`src/rtl/core/ppsel_pkg.sv`:
```
// ----------------------------------------------------------------------------
// ppsel_pkg
// Shared types and constants for the point pick selector: command and status
// codes, controller states and the flag group of the evaluation pipeline.
// ----------------------------------------------------------------------------
package ppsel_pkg;

  // coordinate and distance widths
  localparam int unsigned COORD_W = 16;
  localparam int unsigned SQ_W    = 2 * COORD_W;
  localparam int unsigned DIST_W  = SQ_W + 1;
  localparam int unsigned RAD_W   = 16;

  // output field widths
  localparam int unsigned STATUS_W  = 2;
  localparam int unsigned PICK_W    = 6;
  localparam int unsigned MATCH_W   = 7;
  localparam int unsigned STORED_W  = 7;
  localparam int unsigned SEL_LEN_W = 9;

  localparam logic [RAD_W-1:0] RADIUS_RESET = RAD_W'(160);

  typedef enum logic [1:0] {
    CMD_INSERT = 2'd0,
    CMD_PICK   = 2'd1,
    CMD_RECT   = 2'd2,
    CMD_CLEAR  = 2'd3
  } cmd_t;

  typedef enum logic [STATUS_W-1:0] {
    ST_DONE       = 2'd0,
    ST_MISS       = 2'd1,
    ST_TABLE_FULL = 2'd2,
    ST_LIST_FULL  = 2'd3
  } status_t;

  typedef enum logic [1:0] {
    S_IDLE   = 2'd0,
    S_SCAN   = 2'd1,
    S_DRAIN  = 2'd2,
    S_RESULT = 2'd3
  } state_t;

  // flags leaving the evaluation pipeline
  typedef struct packed {
    logic busy;   // a beat sits in an earlier stage
    logic vld;    // last stage holds a beat this cycle
    logic inbox;  // point of that beat lies in the rectangle
  } ev_flags_t;

endpackage

```
`src/rtl/core/point_pick_selector_top.sv`:
```
// ----------------------------------------------------------------------------
// point_pick_selector_top
// Point table with nearest-point pick and rectangle selection into an
// append-only selection list. Points and the list live in synchronous RAMs.
// ----------------------------------------------------------------------------
// Sequence: insert and clear finish when the beat is taken and go straight
//   to S_RESULT; pick and rectangle scan the stored points in S_SCAN, wait
//   in S_DRAIN for the pipeline to empty, then go to S_RESULT (directly
//   when the table is empty). Throughput: one item at a time; the point
//   RAM read port scans one point per cycle.
// Reset: counters clear, radius returns to 160; RAM contents are undefined.
// ----------------------------------------------------------------------------
module point_pick_selector_top #(
  parameter int unsigned MAX_POINTS   = 64,
  parameter int unsigned SELECT_DEPTH = 256
) (
  input  logic                                    clk,
  input  logic                                    rst_n,
  // configuration
  input  logic                                    cfg_we,
  input  logic [ppsel_pkg::RAD_W-1:0]             cfg_wdata,
  // input channel
  input  logic                                    in_valid,
  output logic                                    in_ready,
  input  logic [1:0]                              in_command,
  input  logic signed [ppsel_pkg::COORD_W-1:0]    in_x0,
  input  logic signed [ppsel_pkg::COORD_W-1:0]    in_y0,
  input  logic signed [ppsel_pkg::COORD_W-1:0]    in_x1,
  input  logic signed [ppsel_pkg::COORD_W-1:0]    in_y1,
  // result channel
  output logic                                    out_valid,
  input  logic                                    out_ready,
  output logic [ppsel_pkg::STATUS_W-1:0]          out_status,
  output logic [ppsel_pkg::PICK_W-1:0]            out_picked_index,
  output logic [ppsel_pkg::MATCH_W-1:0]           out_matched_count,
  output logic [ppsel_pkg::STORED_W-1:0]          out_stored_points,
  output logic [ppsel_pkg::SEL_LEN_W-1:0]         out_selection_length
);
  import ppsel_pkg::*;

  localparam int unsigned PI_W = $clog2(MAX_POINTS);
  localparam int unsigned PT_W = $clog2(MAX_POINTS + 1);
  localparam int unsigned SI_W = $clog2(SELECT_DEPTH);
  localparam int unsigned ST_W = $clog2(SELECT_DEPTH + 1);
  localparam int unsigned MC_W = $clog2(MAX_POINTS + 1);

  state_t state_r, state_nxt;

  logic [RAD_W-1:0]          radius_r;
  logic [2*RAD_W-1:0]        rad2_r, rad2_nxt;
  cmd_t                      cmd_r, cmd_nxt;
  logic signed [COORD_W-1:0] cx_r, cx_nxt, cy_r, cy_nxt;
  logic signed [COORD_W-1:0] xl_r, xl_nxt, xh_r, xh_nxt;
  logic signed [COORD_W-1:0] yl_r, yl_nxt, yh_r, yh_nxt;
  logic [PT_W-1:0]           pt_total_r, pt_total_nxt;
  logic [ST_W-1:0]           sel_total_r, sel_total_nxt;
  logic [PI_W-1:0]           iss_r, iss_nxt;
  logic                      rd_vld_r;
  logic [PI_W-1:0]           rd_idx_r;
  logic [DIST_W-1:0]         best_d_r, best_d_nxt;
  logic [PI_W-1:0]           best_i_r, best_i_nxt;
  logic [PI_W-1:0]           pick_r, pick_nxt;
  logic [MC_W-1:0]           matched_r, matched_nxt;
  status_t                   status_r, status_nxt;

  logic                      out_valid_r;
  logic [STATUS_W-1:0]       out_status_r;
  logic [PICK_W-1:0]         out_pick_r;
  logic [MATCH_W-1:0]        out_matched_r;
  logic [STORED_W-1:0]       out_stored_r;
  logic [SEL_LEN_W-1:0]      out_sel_len_r;

  // RAM ports and control
  logic                      pt_we;
  logic                      pt_re;
  logic [2*COORD_W-1:0]      pt_rdata;
  logic                      sel_we;
  logic [PI_W-1:0]           sel_wdata;
  logic                      out_load;
  logic                      drained;
  logic                      pt_room, sel_room;
  cmd_t                      in_cmd;

  ev_flags_t                 ev;
  logic [PI_W-1:0]           ev_idx;
  logic [DIST_W-1:0]         ev_dist;

  assign in_cmd   = cmd_t'(in_command);
  assign pt_room  = pt_total_r < PT_W'(MAX_POINTS);
  assign sel_room = sel_total_r < ST_W'(SELECT_DEPTH);
  assign drained  = !rd_vld_r && !ev.busy && !ev.vld;

  // point table: x in the upper half, y in the lower
  ppsel_ram #(
    .WIDTH (2 * COORD_W),
    .DEPTH (MAX_POINTS)
  ) u_pt_ram (
    .clk     (clk),
    .wr_en   (pt_we),
    .wr_addr (pt_total_r[PI_W-1:0]),
    .wr_data ({in_x0, in_y0}),
    .rd_en   (pt_re),
    .rd_addr (iss_r),
    .rd_data (pt_rdata)
  );

  // selection list, append only
  ppsel_ram #(
    .WIDTH (PI_W),
    .DEPTH (SELECT_DEPTH)
  ) u_sel_ram (
    .clk     (clk),
    .wr_en   (sel_we),
    .wr_addr (sel_total_r[SI_W-1:0]),
    .wr_data (sel_wdata),
    .rd_en   (1'b0),
    .rd_addr ('0),
    .rd_data ()
  );

  ppsel_eval #(
    .IDX_W (PI_W)
  ) u_eval (
    .clk      (clk),
    .rst_n    (rst_n),
    .pt_vld   (rd_vld_r),
    .pt_idx   (rd_idx_r),
    .pt_x     (pt_rdata[2*COORD_W-1:COORD_W]),
    .pt_y     (pt_rdata[COORD_W-1:0]),
    .cur_x    (cx_r),
    .cur_y    (cy_r),
    .box_xl   (xl_r),
    .box_xh   (xh_r),
    .box_yl   (yl_r),
    .box_yh   (yh_r),
    .ev_flags (ev),
    .ev_idx   (ev_idx),
    .ev_dist  (ev_dist)
  );

  // next state
  always_comb begin
    state_nxt = state_r;
    case (state_r)
      S_IDLE: begin
        if (in_valid) begin
          if ((in_cmd == CMD_PICK || in_cmd == CMD_RECT) && pt_total_r != '0) begin
            state_nxt = S_SCAN;
          end else begin
            state_nxt = S_RESULT;
          end
        end
      end
      S_SCAN: begin
        if (iss_r == PI_W'(pt_total_r - PT_W'(1))) begin
          state_nxt = S_DRAIN;
        end
      end
      S_DRAIN: begin
        if (drained) begin
          state_nxt = S_RESULT;
        end
      end
      S_RESULT: begin
        if (!out_valid_r || out_ready) begin
          state_nxt = S_IDLE;
        end
      end
      default: state_nxt = S_IDLE;
    endcase
  end

  // state outputs
  always_comb begin
    in_ready = 1'b0;
    pt_re    = 1'b0;
    out_load = 1'b0;
    case (state_r)
      S_IDLE:   in_ready = 1'b1;
      S_SCAN:   pt_re    = 1'b1;
      S_DRAIN:  ;
      S_RESULT: out_load = !out_valid_r || out_ready;
      default:  ;
    endcase
  end

  // datapath: accept, scan updates and pick finish
  always_comb begin
    rad2_nxt      = rad2_r;
    cmd_nxt       = cmd_r;
    cx_nxt        = cx_r;
    cy_nxt        = cy_r;
    xl_nxt        = xl_r;
    xh_nxt        = xh_r;
    yl_nxt        = yl_r;
    yh_nxt        = yh_r;
    pt_total_nxt  = pt_total_r;
    sel_total_nxt = sel_total_r;
    iss_nxt       = iss_r;
    best_d_nxt    = best_d_r;
    best_i_nxt    = best_i_r;
    pick_nxt      = pick_r;
    matched_nxt   = matched_r;
    status_nxt    = status_r;
    pt_we         = 1'b0;
    sel_we        = 1'b0;
    sel_wdata     = ev_idx;

    // take a new beat and run insert and clear, which need no scan
    if (in_valid && in_ready) begin
      cmd_nxt     = in_cmd;
      cx_nxt      = in_x0;
      cy_nxt      = in_y0;
      xl_nxt      = (in_x0 < in_x1) ? in_x0 : in_x1;
      xh_nxt      = (in_x0 < in_x1) ? in_x1 : in_x0;
      yl_nxt      = (in_y0 < in_y1) ? in_y0 : in_y1;
      yh_nxt      = (in_y0 < in_y1) ? in_y1 : in_y0;
      rad2_nxt    = radius_r * radius_r;
      iss_nxt     = '0;
      best_d_nxt  = '0;
      best_i_nxt  = '0;
      pick_nxt    = '0;
      matched_nxt = '0;
      status_nxt  = ST_DONE;
      case (in_cmd)
        CMD_INSERT: begin
          if (pt_room) begin
            pt_we        = 1'b1;
            pt_total_nxt = pt_total_r + PT_W'(1);
          end else begin
            status_nxt = ST_TABLE_FULL;
          end
        end
        CMD_PICK: begin
          if (pt_total_r == '0) begin
            status_nxt = ST_MISS;
          end
        end
        CMD_RECT:  ;
        CMD_CLEAR: sel_total_nxt = '0;
        default:   ;
      endcase
    end

    // advance the read address
    if (pt_re) begin
      iss_nxt = iss_r + PI_W'(1);
    end

    // fold each evaluated point
    if (ev.vld) begin
      case (cmd_r)
        CMD_PICK: begin
          if (ev_idx == '0 || ev_dist < best_d_r) begin
            best_d_nxt = ev_dist;
            best_i_nxt = ev_idx;
          end
        end
        CMD_RECT: begin
          if (ev.inbox) begin
            if (sel_room) begin
              sel_we        = 1'b1;
              sel_total_nxt = sel_total_r + ST_W'(1);
              matched_nxt   = matched_r + MC_W'(1);
            end else begin
              status_nxt = ST_LIST_FULL;
            end
          end
        end
        default: ;
      endcase
    end

    // finish a pick: radius test and append
    if (state_r == S_DRAIN && drained && cmd_r == CMD_PICK) begin
      if (best_d_r < DIST_W'(rad2_r)) begin
        pick_nxt = best_i_r;
        if (sel_room) begin
          sel_we        = 1'b1;
          sel_wdata     = best_i_r;
          sel_total_nxt = sel_total_r + ST_W'(1);
          matched_nxt   = MC_W'(1);
        end else begin
          status_nxt = ST_LIST_FULL;
        end
      end else begin
        status_nxt = ST_MISS;
      end
    end
  end

  // control registers
  always_ff @(posedge clk) begin
    if (!rst_n) begin
      state_r     <= S_IDLE;
      radius_r    <= RADIUS_RESET;
      pt_total_r  <= '0;
      sel_total_r <= '0;
      rd_vld_r    <= 1'b0;
      out_valid_r <= 1'b0;
    end else begin
      state_r     <= state_nxt;
      pt_total_r  <= pt_total_nxt;
      sel_total_r <= sel_total_nxt;
      rd_vld_r    <= pt_re;
      if (cfg_we) begin
        radius_r <= cfg_wdata;
      end
      if (out_load) begin
        out_valid_r <= 1'b1;
      end else if (out_ready) begin
        out_valid_r <= 1'b0;
      end
    end
  end

  // payload registers
  always_ff @(posedge clk) begin
    rad2_r    <= rad2_nxt;
    cmd_r     <= cmd_nxt;
    cx_r      <= cx_nxt;
    cy_r      <= cy_nxt;
    xl_r      <= xl_nxt;
    xh_r      <= xh_nxt;
    yl_r      <= yl_nxt;
    yh_r      <= yh_nxt;
    iss_r     <= iss_nxt;
    rd_idx_r  <= iss_r;
    best_d_r  <= best_d_nxt;
    best_i_r  <= best_i_nxt;
    pick_r    <= pick_nxt;
    matched_r <= matched_nxt;
    status_r  <= status_nxt;
    if (out_load) begin
      out_status_r  <= status_r;
      out_pick_r    <= PICK_W'(pick_r);
      out_matched_r <= MATCH_W'(matched_r);
      out_stored_r  <= STORED_W'(pt_total_r);
      out_sel_len_r <= SEL_LEN_W'(sel_total_r);
    end
  end

  assign out_valid            = out_valid_r;
  assign out_status           = out_status_r;
  assign out_picked_index     = out_pick_r;
  assign out_matched_count    = out_matched_r;
  assign out_stored_points    = out_stored_r;
  assign out_selection_length = out_sel_len_r;

  // checks
  a_pt_bound: assert property (@(posedge clk) disable iff (!rst_n)
    pt_total_r <= PT_W'(MAX_POINTS))
    else $error("point count above table depth");

  a_sel_bound: assert property (@(posedge clk) disable iff (!rst_n)
    sel_total_r <= ST_W'(SELECT_DEPTH))
    else $error("selection count above list depth");

  a_scan_addr: assert property (@(posedge clk) disable iff (!rst_n)
    pt_re |-> (PT_W'(iss_r) < pt_total_r))
    else $error("scan reads beyond stored points");

  a_accept_busy: assert property (@(posedge clk) disable iff (!rst_n)
    (in_valid && in_ready) |=> (state_r != S_IDLE))
    else $error("controller idle right after taking a beat");

  a_eval_window: assert property (@(posedge clk) disable iff (!rst_n)
    ev.vld |-> (state_r == S_SCAN || state_r == S_DRAIN))
    else $error("evaluated point outside the scan window");

endmodule

```
`src/rtl/core/ppsel_ram.sv`:
```
// ----------------------------------------------------------------------------
// ppsel_ram
// Generic single-write, single-read synchronous RAM with registered read.
// ----------------------------------------------------------------------------
module ppsel_ram #(
  parameter int unsigned WIDTH = 32,
  parameter int unsigned DEPTH = 64
) (
  input  logic                     clk,
  input  logic                     wr_en,
  input  logic [$clog2(DEPTH)-1:0] wr_addr,
  input  logic [WIDTH-1:0]         wr_data,
  input  logic                     rd_en,
  input  logic [$clog2(DEPTH)-1:0] rd_addr,
  output logic [WIDTH-1:0]         rd_data
);

  logic [WIDTH-1:0] mem_r [DEPTH];
  logic [WIDTH-1:0] rd_data_r;

  // write port
  always_ff @(posedge clk) begin
    if (wr_en) begin
      mem_r[wr_addr] <= wr_data;
    end
  end

  // registered read port
  always_ff @(posedge clk) begin
    if (rd_en) begin
      rd_data_r <= mem_r[rd_addr];
    end
  end

  assign rd_data = rd_data_r;

endmodule

```
`src/rtl/core/ppsel_eval.sv`:
```
// ----------------------------------------------------------------------------
// ppsel_eval
// Three-stage point evaluation: absolute differences and rectangle test,
// squares, then the squared distance sum. One point beat per cycle.
// ----------------------------------------------------------------------------
module ppsel_eval #(
  parameter int unsigned IDX_W = 6
) (
  input  logic                                     clk,
  input  logic                                     rst_n,
  input  logic                                     pt_vld,
  input  logic [IDX_W-1:0]                         pt_idx,
  input  logic signed [ppsel_pkg::COORD_W-1:0]     pt_x,
  input  logic signed [ppsel_pkg::COORD_W-1:0]     pt_y,
  input  logic signed [ppsel_pkg::COORD_W-1:0]     cur_x,
  input  logic signed [ppsel_pkg::COORD_W-1:0]     cur_y,
  input  logic signed [ppsel_pkg::COORD_W-1:0]     box_xl,
  input  logic signed [ppsel_pkg::COORD_W-1:0]     box_xh,
  input  logic signed [ppsel_pkg::COORD_W-1:0]     box_yl,
  input  logic signed [ppsel_pkg::COORD_W-1:0]     box_yh,
  output ppsel_pkg::ev_flags_t                     ev_flags,
  output logic [IDX_W-1:0]                         ev_idx,
  output logic [ppsel_pkg::DIST_W-1:0]             ev_dist
);
  import ppsel_pkg::*;

  logic signed [COORD_W:0] dx, dy;
  logic [COORD_W-1:0]      ax, ay;
  logic                    inbox;

  // stage A: absolute differences and box test
  logic               va_r;
  logic [IDX_W-1:0]   idx_a_r;
  logic [COORD_W-1:0] ax_r, ay_r;
  logic               inbox_a_r;

  // stage M: squares
  logic               vm_r;
  logic [IDX_W-1:0]   idx_m_r;
  logic [SQ_W-1:0]    sqx_r, sqy_r;
  logic               inbox_m_r;

  // stage B: sum
  logic               vb_r;
  logic [IDX_W-1:0]   idx_b_r;
  logic [DIST_W-1:0]  dist_r;
  logic               inbox_b_r;

  // difference magnitudes fit in COORD_W bits unsigned
  always_comb begin
    dx    = {pt_x[COORD_W-1], pt_x} - {cur_x[COORD_W-1], cur_x};
    dy    = {pt_y[COORD_W-1], pt_y} - {cur_y[COORD_W-1], cur_y};
    ax    = dx[COORD_W] ? COORD_W'(-dx) : dx[COORD_W-1:0];
    ay    = dy[COORD_W] ? COORD_W'(-dy) : dy[COORD_W-1:0];
    inbox = (pt_x >= box_xl) && (pt_x <= box_xh) &&
            (pt_y >= box_yl) && (pt_y <= box_yh);
  end

  // advance valid bits
  always_ff @(posedge clk) begin
    if (!rst_n) begin
      va_r <= 1'b0;
      vm_r <= 1'b0;
      vb_r <= 1'b0;
    end else begin
      va_r <= pt_vld;
      vm_r <= va_r;
      vb_r <= vm_r;
    end
  end

  // advance payload
  always_ff @(posedge clk) begin
    idx_a_r   <= pt_idx;
    ax_r      <= ax;
    ay_r      <= ay;
    inbox_a_r <= inbox;

    idx_m_r   <= idx_a_r;
    sqx_r     <= ax_r * ax_r;
    sqy_r     <= ay_r * ay_r;
    inbox_m_r <= inbox_a_r;

    idx_b_r   <= idx_m_r;
    dist_r    <= DIST_W'(sqx_r) + DIST_W'(sqy_r);
    inbox_b_r <= inbox_m_r;
  end

  assign ev_flags.busy  = va_r | vm_r;
  assign ev_flags.vld   = vb_r;
  assign ev_flags.inbox = inbox_b_r;
  assign ev_idx         = idx_b_r;
  assign ev_dist        = dist_r;

endmodule
```
`config.mk`:
```
export PLATFORM = sky130hd
export DESIGN_NAME = point_pick_selector_top
export DESIGN_NICKNAME = d
export VERILOG_FILES = /design/src/rtl/core/ppsel_pkg.sv /design/src/rtl/core/point_pick_selector_top.sv /design/src/rtl/core/ppsel_ram.sv /design/src/rtl/core/ppsel_eval.sv
export SDC_FILE = /design/constraint.sdc
export NUM_CORES = 2
export LEC_CHECK = 0
export BUFFER_PORTS_ARGS = -buffer_cell sky130_fd_sc_hd__buf_4
export CORE_UTILIZATION = 61
export DETAILED_ROUTE_END_ITERATION = 10
export PLACE_DENSITY_LB_ADDON = 0.12
export SYNTH_ARGS = -nofsm -noshare
export SYNTH_HDL_FRONTEND = slang
export SYNTH_SLANG_ARGS = --single-unit
```
`constraint.sdc`:
```
create_clock -name clk -period 8.1 [get_ports clk]
set_input_delay 0 -clock clk [delete_from_list [all_inputs] [get_ports clk]]
set_output_delay 0 -clock clk [all_outputs]
set_load 0.02 [all_outputs]
```
== After elaboration in Yosys (flattened, before gate mapping) ==
Memory sizes are Yosys's and may differ from the RTL's. A register that Yosys moved wholly into a read port is not among the register bits.
Index checks and enable logic that the tools add are counted.
Storage, ports and cells
  flip-flop bits (word level): 416
  memory bits (writable): 2048
  input bits: 87
  memories: 1
Memories
  u_pt_ram.mem_r: depth 64, bits a word 32, read ports 1, clocked after Yosys merged registers in 1, wr ports 1, line ppsel_ram.sv:18  | logic [WIDTH-1:0] mem_r [DEPTH];
Operators by class
  $add $sub $neg: 10
  $mul: 3
  order comparisons: 10
  equality and inequality tests: 13
  muxes and demuxes: 63
  bitwise gates (word level): 1
  reduce and logical (&&, ||, !) cells: 25
Operators by type and width (number)
  $mux W33: 4
  $mul A16 B16 Y32: 3
  $mux W16: 6
  $mux W9: 9
  $mux W7: 8
  $mux W6: 9
  $sub A16 B16 Y17: 2
  $add A32 B32 Y33: 1
  $lt A33 B32 Y1: 1
  $lt A33 B33 Y1: 1
  $ge A16 B16 Y1: 2
  $le A16 B16 Y1: 2
  $lt A16 B16 Y1: 2
  $neg A16 Y16: 2
  $mux W2: 14
  $add A7 B1 Y7 const B: 2
  $mux W1: 11
  $eq A2 B2 Y1 const B: 5
  $add A9 B1 Y9 const B: 1
  $logic_and A1 B1 Y1: 9
  $lt A9 B9 Y1 const B: 1
  $ne A2 B2 Y1 const B: 4
  $pmux W2 S4: 1
  $logic_not A7 Y1: 1
  other kinds (15): 24

== Longest topological paths before layout ==
  depth in word-level cells: 11
  depth in mapped cells: 26
  depth with buffers taken out: 24

== Cells and area by module ==
From an unflattened synthesis, not the netlist that was laid out.
Second synthesis, totals
  cell total of the unflattened synthesis: 7698
  area, all modules: 120979.8 um^2
Modules (own cells, without submodules)
  ppsel_ram: instances 1, cells an instance 3324, area an instance 78835.6 um^2, seq. area each 62459.9 um^2
  ppsel_eval: instances 1, cells an instance 2521, area an instance 22605.4 um^2, seq. area each 3022.9 um^2
  point_pick_selector_top: instances 1, cells an instance 1853, area an instance 19538.7 um^2, seq. area each 6906.6 um^2

== Worst setup path before layout ==
Ideal clock, no wire load.
  path type: register to register
  start point: reg radius_r[1]
  end point: reg rad2_r[31] (data pin)
  data arrival time: 5.960 ns
  setup slack: 1.878 ns
  cell stages (with the launch flop): 22
  clock period less this slack: 6.222 ns
  path through: dfxtp_1 > clkbuf_1 > clkbuf_1 > nand2_1 > fa_1 > inv_1 > fa_1 > inv_1 > fa_1 > fa_1 > fa_1 > fa_1 > inv_1 > ha_1 > and3_1 > a31oi_1 > o21ai_1 > a311oi_2 > o21ai_1 > a211o_1 > a21oi_1 > xor2_1
On the way
  longest elaborated chain between the ends: 1
RTL lines
  start, declared: line point_pick_selector_top.sv:49  | logic [RAD_W-1:0] radius_r;
  start signal, assigned: line point_pick_selector_top.sv:307  | radius_r <= cfg_wdata;
  $mul A16 B16 Y32: line point_pick_selector_top.sv:218  | rad2_nxt = radius_r * radius_r;
  end signal, assigned: line point_pick_selector_top.sv:319  | rad2_r <= rad2_nxt;
  end, declared: line point_pick_selector_top.sv:50  | logic [2*RAD_W-1:0] rad2_r, rad2_nxt;
Every way passes these cells.
A chain may end at the register's enable or synchronous reset.

== Worst setup path after layout ==
  start point: reg u_eval.ay_r[6]
  end point: reg u_eval.sqy_r[28]
On the way
  longest elaborated chain between the ends: 1
RTL lines
  start, declared: line ppsel_eval.sv:34  | logic [COORD_W-1:0] ax_r, ay_r;
  start signal, assigned: line ppsel_eval.sv:76  | ay_r <= ay;
  $mul A16 B16 Y32: line ppsel_eval.sv:81  | sqy_r <= ay_r * ay_r;
  end signal, assigned: line ppsel_eval.sv:81
  end, declared: line ppsel_eval.sv:40  | logic [SQ_W-1:0] sqx_r, sqy_r;
Every way passes these cells.

==> reports/qor.txt <==
data arrival time of the critical path: 7.59 ns
cell count after placement: 10,000
XOR/XNOR share of the synthesized area: 0.0142
simple-gate share of the synthesized area: 0.0407
post-synthesis area per instance: 16.3 µm²
area growth from synthesis to layout: 11.9%
number of setup violations in the final report: 0
endpoint required time on the critical path: 8.84 ns
last element of the critical path: u_eval.sqy_r[28]
actual transition at the worst max-transition pin: 1.21 ns
placer's final routability congestion estimate: 0.862
remaining routing DRC violations: 0
vias post-DR: 66,100
distinct cell type count of the synthesized netlist: 87
worst r2r dst: u_eval.sqy_r[28]
mux share of post-synthesis cell area: 0.136
result of the run: completed
post-placement cell area: 0.126 mm²
dominant combinational cell family by area after synthesis: multiplexers
Main synth FF type: sky130_fd_sc_hd__edfxtp_1
count of antenna-violating nets left after detailed routing: 0
sequential cell area fraction in the yosys report: 0.598
clock tree from TritonCTS: built
worst hold path class: primary input to register
clock tree root driver cell: sky130_fd_sc_hd__clkbuf_16
RSZ-0062 raised after global routing: no
Synth Net Count: 8,550
clock skew after layout: 0.107 ns
I/O pin count: 120
share of the synthesized area in compound gates (AO/OA/AOI/OAI): 0.0349
minimum clock period after layout: 6.85 ns
total routing resource utilization after global routing: 0.296
setup TNS: 0 ns
number of levels in the clock H-tree: 4
height of the chip: 447 µm
Worst Path Max Fanout: 17
kind of critical path: register to register
final instance area: 0.135 mm²
Clock Tree Buf Depth: 3
routed wire length per instance: 27.3 µm
total number of yosys warnings: 0
Async S/R FF share, synth: 0
GR Overflow Total: 0
antenna violations before repair: 24
starting DRC count in detailed routing: 6,836
max-slew violation total from the final report: 0
relative max-transition margin: 0.187
register-to-register setup slack: 1.25 ns
critical path startpoint category: register
beginning of the critical path: u_eval.ay_r[6]
top achievable clock speed: 146 MHz
count of buffers from port buffering: 119
final-report hold violation count: 0
number of standard cells in the layout, taps in and fillers out: 10,700
post-detailed-placement half-perimeter wirelength: 179,000 µm
cts bufs inserted: 241
wire length of the first global-routing pass: 432,000 µm
synthesized netlist cell count: 7,438
nets@finish: 8,920
latest clock arrival within the worst-skew pair: 0.89 ns
Core Region: 0.197 mm²
crit end category: register
largest net degree at the start of global routing: 125
Worst Reg-to-Reg Cells: 20
synthesized flop and latch total: 2,493
CTS clk-pin slew, worst paths: 0.06 ns
Initial DRT Pass Iterations: 8
count of buffers added by post-CTS timing repair for setup: 0
summed instance area of the synthesized netlist: 0.121 mm²
post-DR vias/cell: 6.20
number of rows created at floorplan: 163
starting density of the core: 0.614
die width: 447 µm
critical register-to-register path startpoint: u_eval.ay_r[6]
adder and majority cell fraction of the synthesized area: 0.136
number of global-route vias before repair: 67,800
share of final-layout standard cells stronger than drive strength 1: 0.182
Die Footprint: 0.200 mm²
max-capacitance violation count: 0
# clock sinks: 2,493
EDFF count, synth: 2,246
DRT Wirelength: 291,000 µm
part of the cycle the worst path needs: 0.846
state kept, by name, indices dropped and copies added, names as in the netlist, 9 cells and up:
register and count:
u_pt_ram.mem_r 2048, best_d_r 33, u_eval.ev_dist 33, u_pt_ram.rd_data 32
rad2_r 31, u_eval.sqx_r 31, u_eval.sqy_r 31, cx_r 16
cy_r 16, radius_r 16, u_eval.ax_r 16, u_eval.ay_r 16
xh_r 16, xl_r 16, yh_r 16, yl_r 16
out_selection_length 9, sel_total_r 9
layer usage:
metal / GRT usage / vias up / share of wire / wire (µm)
li1: - / 28300 / - / -
met1: 0.401 / 34200 / 0.39 / 113000
met2: 0.500 / 2979 / 0.50 / 146000
met3: 0.0405 / 576 / 0.073 / 21300
met4: 0.0961 / 0 / 0.034 / 10000
met5: 0 / - / 0 / 0
how the worst min path moves through the flow:
| stage | cells past startpoint | to | start | slack, ns |
|---|---|---|---|---|
| 6_report | 3 | xh_r[11] | in_x1[11] | 0.06 |
| 3_5_place_dp | 3 | radius_r[5] | cfg_wdata[5] | 0.23 |
| 5_1_grt | 3 | xh_r[11] | in_x1[11] | 0.03 |
| 4_1_cts | 3 | xh_r[13] | in_x1[13] | 0.0008 |
| 2_1_floorplan | 0 | cmd_r[0] | in_command[0] | 0.1 |
| 3_3_place_gp | 3 | radius_r[5] | cfg_wdata[5] | 0.23 |
repair_timing:
action,4_1_cts,5_1_grt
setup endpoints to repair,0,0
hold endpoints to repair,2187,0
resized for setup,0,0
hold buffers,159,0
layout make-up:
type / count / area (µm²)
antenna: 4 / 10.0
clock buffer: 297 / 6330
clock inverter: 158 / 1790
fill: 12900 / 61800
inverter: 975 / 3660
multi-input combinational: 3695 / 44400
sequential: 2493 / 72400
tap: 2640 / 3300
timing repair buffer: 402 / 3550
Yosys cell counts (7+ instances only):
| master | n | area share |
|---|---|---|
| sky130_fd_sc_hd__o21ai_0 | 107 | 0.0044 |
| sky130_fd_sc_hd__a21oi_1 | 193 | 0.0080 |
| sky130_fd_sc_hd__inv_1 | 974 | 0.030 |
| sky130_fd_sc_hd__nor2b_1 | 39 | 0.0020 |
| sky130_fd_sc_hd__o21ai_1 | 8 | 0.00033 |
| sky130_fd_sc_hd__fa_1 | 488 | 0.081 |
| sky130_fd_sc_hd__nand4_1 | 37 | 0.0019 |
| sky130_fd_sc_hd__o21a_1 | 35 | 0.0022 |
| sky130_fd_sc_hd__nor3b_1 | 9 | 0.00056 |
| sky130_fd_sc_hd__clkbuf_1 | 213 | 0.0066 |
| sky130_fd_sc_hd__nor3_1 | 40 | 0.0017 |
| sky130_fd_sc_hd__a31o_2 | 13 | 0.00094 |
| sky130_fd_sc_hd__o31a_1 | 8 | 0.00058 |
| sky130_fd_sc_hd__a31oi_1 | 15 | 0.00078 |
| sky130_fd_sc_hd__mux2_4 | 10 | 0.0012 |
| sky130_fd_sc_hd__nand2b_1 | 33 | 0.0017 |
| sky130_fd_sc_hd__xnor2_1 | 128 | 0.0093 |
| sky130_fd_sc_hd__or2_2 | 9 | 0.00047 |
| sky130_fd_sc_hd__buf_1 | 15 | 0.00047 |
| sky130_fd_sc_hd__o21bai_1 | 16 | 0.00099 |
| sky130_fd_sc_hd__o31ai_1 | 10 | 0.00062 |
| sky130_fd_sc_hd__nand3_1 | 52 | 0.0022 |
| sky130_fd_sc_hd__and3_1 | 22 | 0.0011 |
| sky130_fd_sc_hd__mux2i_1 | 56 | 0.0046 |
| sky130_fd_sc_hd__edfxtp_1 | 2246 | 0.56 |
| sky130_fd_sc_hd__and4_1 | 7 | 0.00051 |
| sky130_fd_sc_hd__nor2_1 | 279 | 0.0087 |
| sky130_fd_sc_hd__and2_1 | 137 | 0.0071 |
| sky130_fd_sc_hd__nor4_1 | 15 | 0.00078 |
| sky130_fd_sc_hd__ha_1 | 537 | 0.056 |
| sky130_fd_sc_hd__o41ai_1 | 7 | 0.00051 |
| sky130_fd_sc_hd__mux4_2 | 672 | 0.13 |
| sky130_fd_sc_hd__nand2_1 | 332 | 0.010 |
| sky130_fd_sc_hd__o211ai_1 | 15 | 0.00093 |
| sky130_fd_sc_hd__a221oi_1 | 36 | 0.0026 |
| sky130_fd_sc_hd__a21o_1 | 104 | 0.0065 |
| sky130_fd_sc_hd__xor2_1 | 64 | 0.0046 |
| sky130_fd_sc_hd__dfxtp_1 | 247 | 0.041 |
| sky130_fd_sc_hd__a211oi_1 | 20 | 0.0012 |
| sky130_fd_sc_hd__mux2_2 | 57 | 0.0053 |
| sky130_fd_sc_hd__buf_2 | 43 | 0.0018 |
metrics by stage:
step	hold slack [ns]	setup WS, ns	util
2_1_floorplan	0.0989	1.88	-
3_5_place_dp	0.233	1.30	0.637
4_1_cts	0.000772	1.28	0.687
5_1_grt	0.0254	0.991	0.687
3_3_place_gp	0.226	1.51	0.637
6_report	0.0563	1.25	0.687
kinds of logic (layout without fill, tap and decap cells):
family,count (synthesis),count (layout)
buf+inv,1250,1832
mux,796,796
other cells,0,4
compound gates,642,642
xor+xnor,194,194
flops,2493,2493
fa+ha+maj,1025,1025
simple gates,1038,1038
worst max-delay path, cell delays in order, from the launching register on:
cell	delay (ns)
sky130_fd_sc_hd__dfxtp_1	0.74
sky130_fd_sc_hd__nand2_1	0.25
sky130_fd_sc_hd__fa_1	0.59
sky130_fd_sc_hd__inv_1	0.06
sky130_fd_sc_hd__fa_1	0.53
sky130_fd_sc_hd__fa_1	0.45
sky130_fd_sc_hd__fa_1	0.51
sky130_fd_sc_hd__fa_1	0.49
sky130_fd_sc_hd__inv_1	0.05
sky130_fd_sc_hd__fa_1	0.48
sky130_fd_sc_hd__inv_1	0.04
sky130_fd_sc_hd__ha_1	0.35
sky130_fd_sc_hd__a211o_1	0.36
sky130_fd_sc_hd__o22ai_1	0.26
sky130_fd_sc_hd__nor2_1	0.09
sky130_fd_sc_hd__and3_1	0.20
sky130_fd_sc_hd__nor3_1	0.35
sky130_fd_sc_hd__o31ai_1	0.19
sky130_fd_sc_hd__a221oi_2	0.40
sky130_fd_sc_hd__nor4_1	0.08
sky130_fd_sc_hd__a311o_1	0.28
cell usage in the layout (no fill, tap or decap), types with 38 or more instances in the layout:
cell                               n
sky130_fd_sc_hd__nor3_1           40
sky130_fd_sc_hd__nor2_4           64
sky130_fd_sc_hd__mux2_2           57
sky130_fd_sc_hd__xnor2_1         128
sky130_fd_sc_hd__nor2_1          214
sky130_fd_sc_hd__nor2b_1          38
sky130_fd_sc_hd__fa_1            488
sky130_fd_sc_hd__a21oi_1         193
sky130_fd_sc_hd__mux2i_1          56
sky130_fd_sc_hd__dlygate4sd3_1   159
sky130_fd_sc_hd__a21o_1          104
sky130_fd_sc_hd__and2_1          137
sky130_fd_sc_hd__nand2_1         332
sky130_fd_sc_hd__mux4_2          672
sky130_fd_sc_hd__xor2_1           64
sky130_fd_sc_hd__ha_1            536
sky130_fd_sc_hd__clkinv_2         54
sky130_fd_sc_hd__clkbuf_1         48
sky130_fd_sc_hd__edfxtp_1       2246
sky130_fd_sc_hd__dfxtp_1         247
sky130_fd_sc_hd__inv_1           973
sky130_fd_sc_hd__o21ai_0         107
sky130_fd_sc_hd__buf_4           232
sky130_fd_sc_hd__clkbuf_16       242
sky130_fd_sc_hd__clkinv_1         44
sky130_fd_sc_hd__nand3_1          52
Power is left out: the tool's default activity adds up to more than one toggle a clock period on the data nets, which glitch-free logic cannot reach.
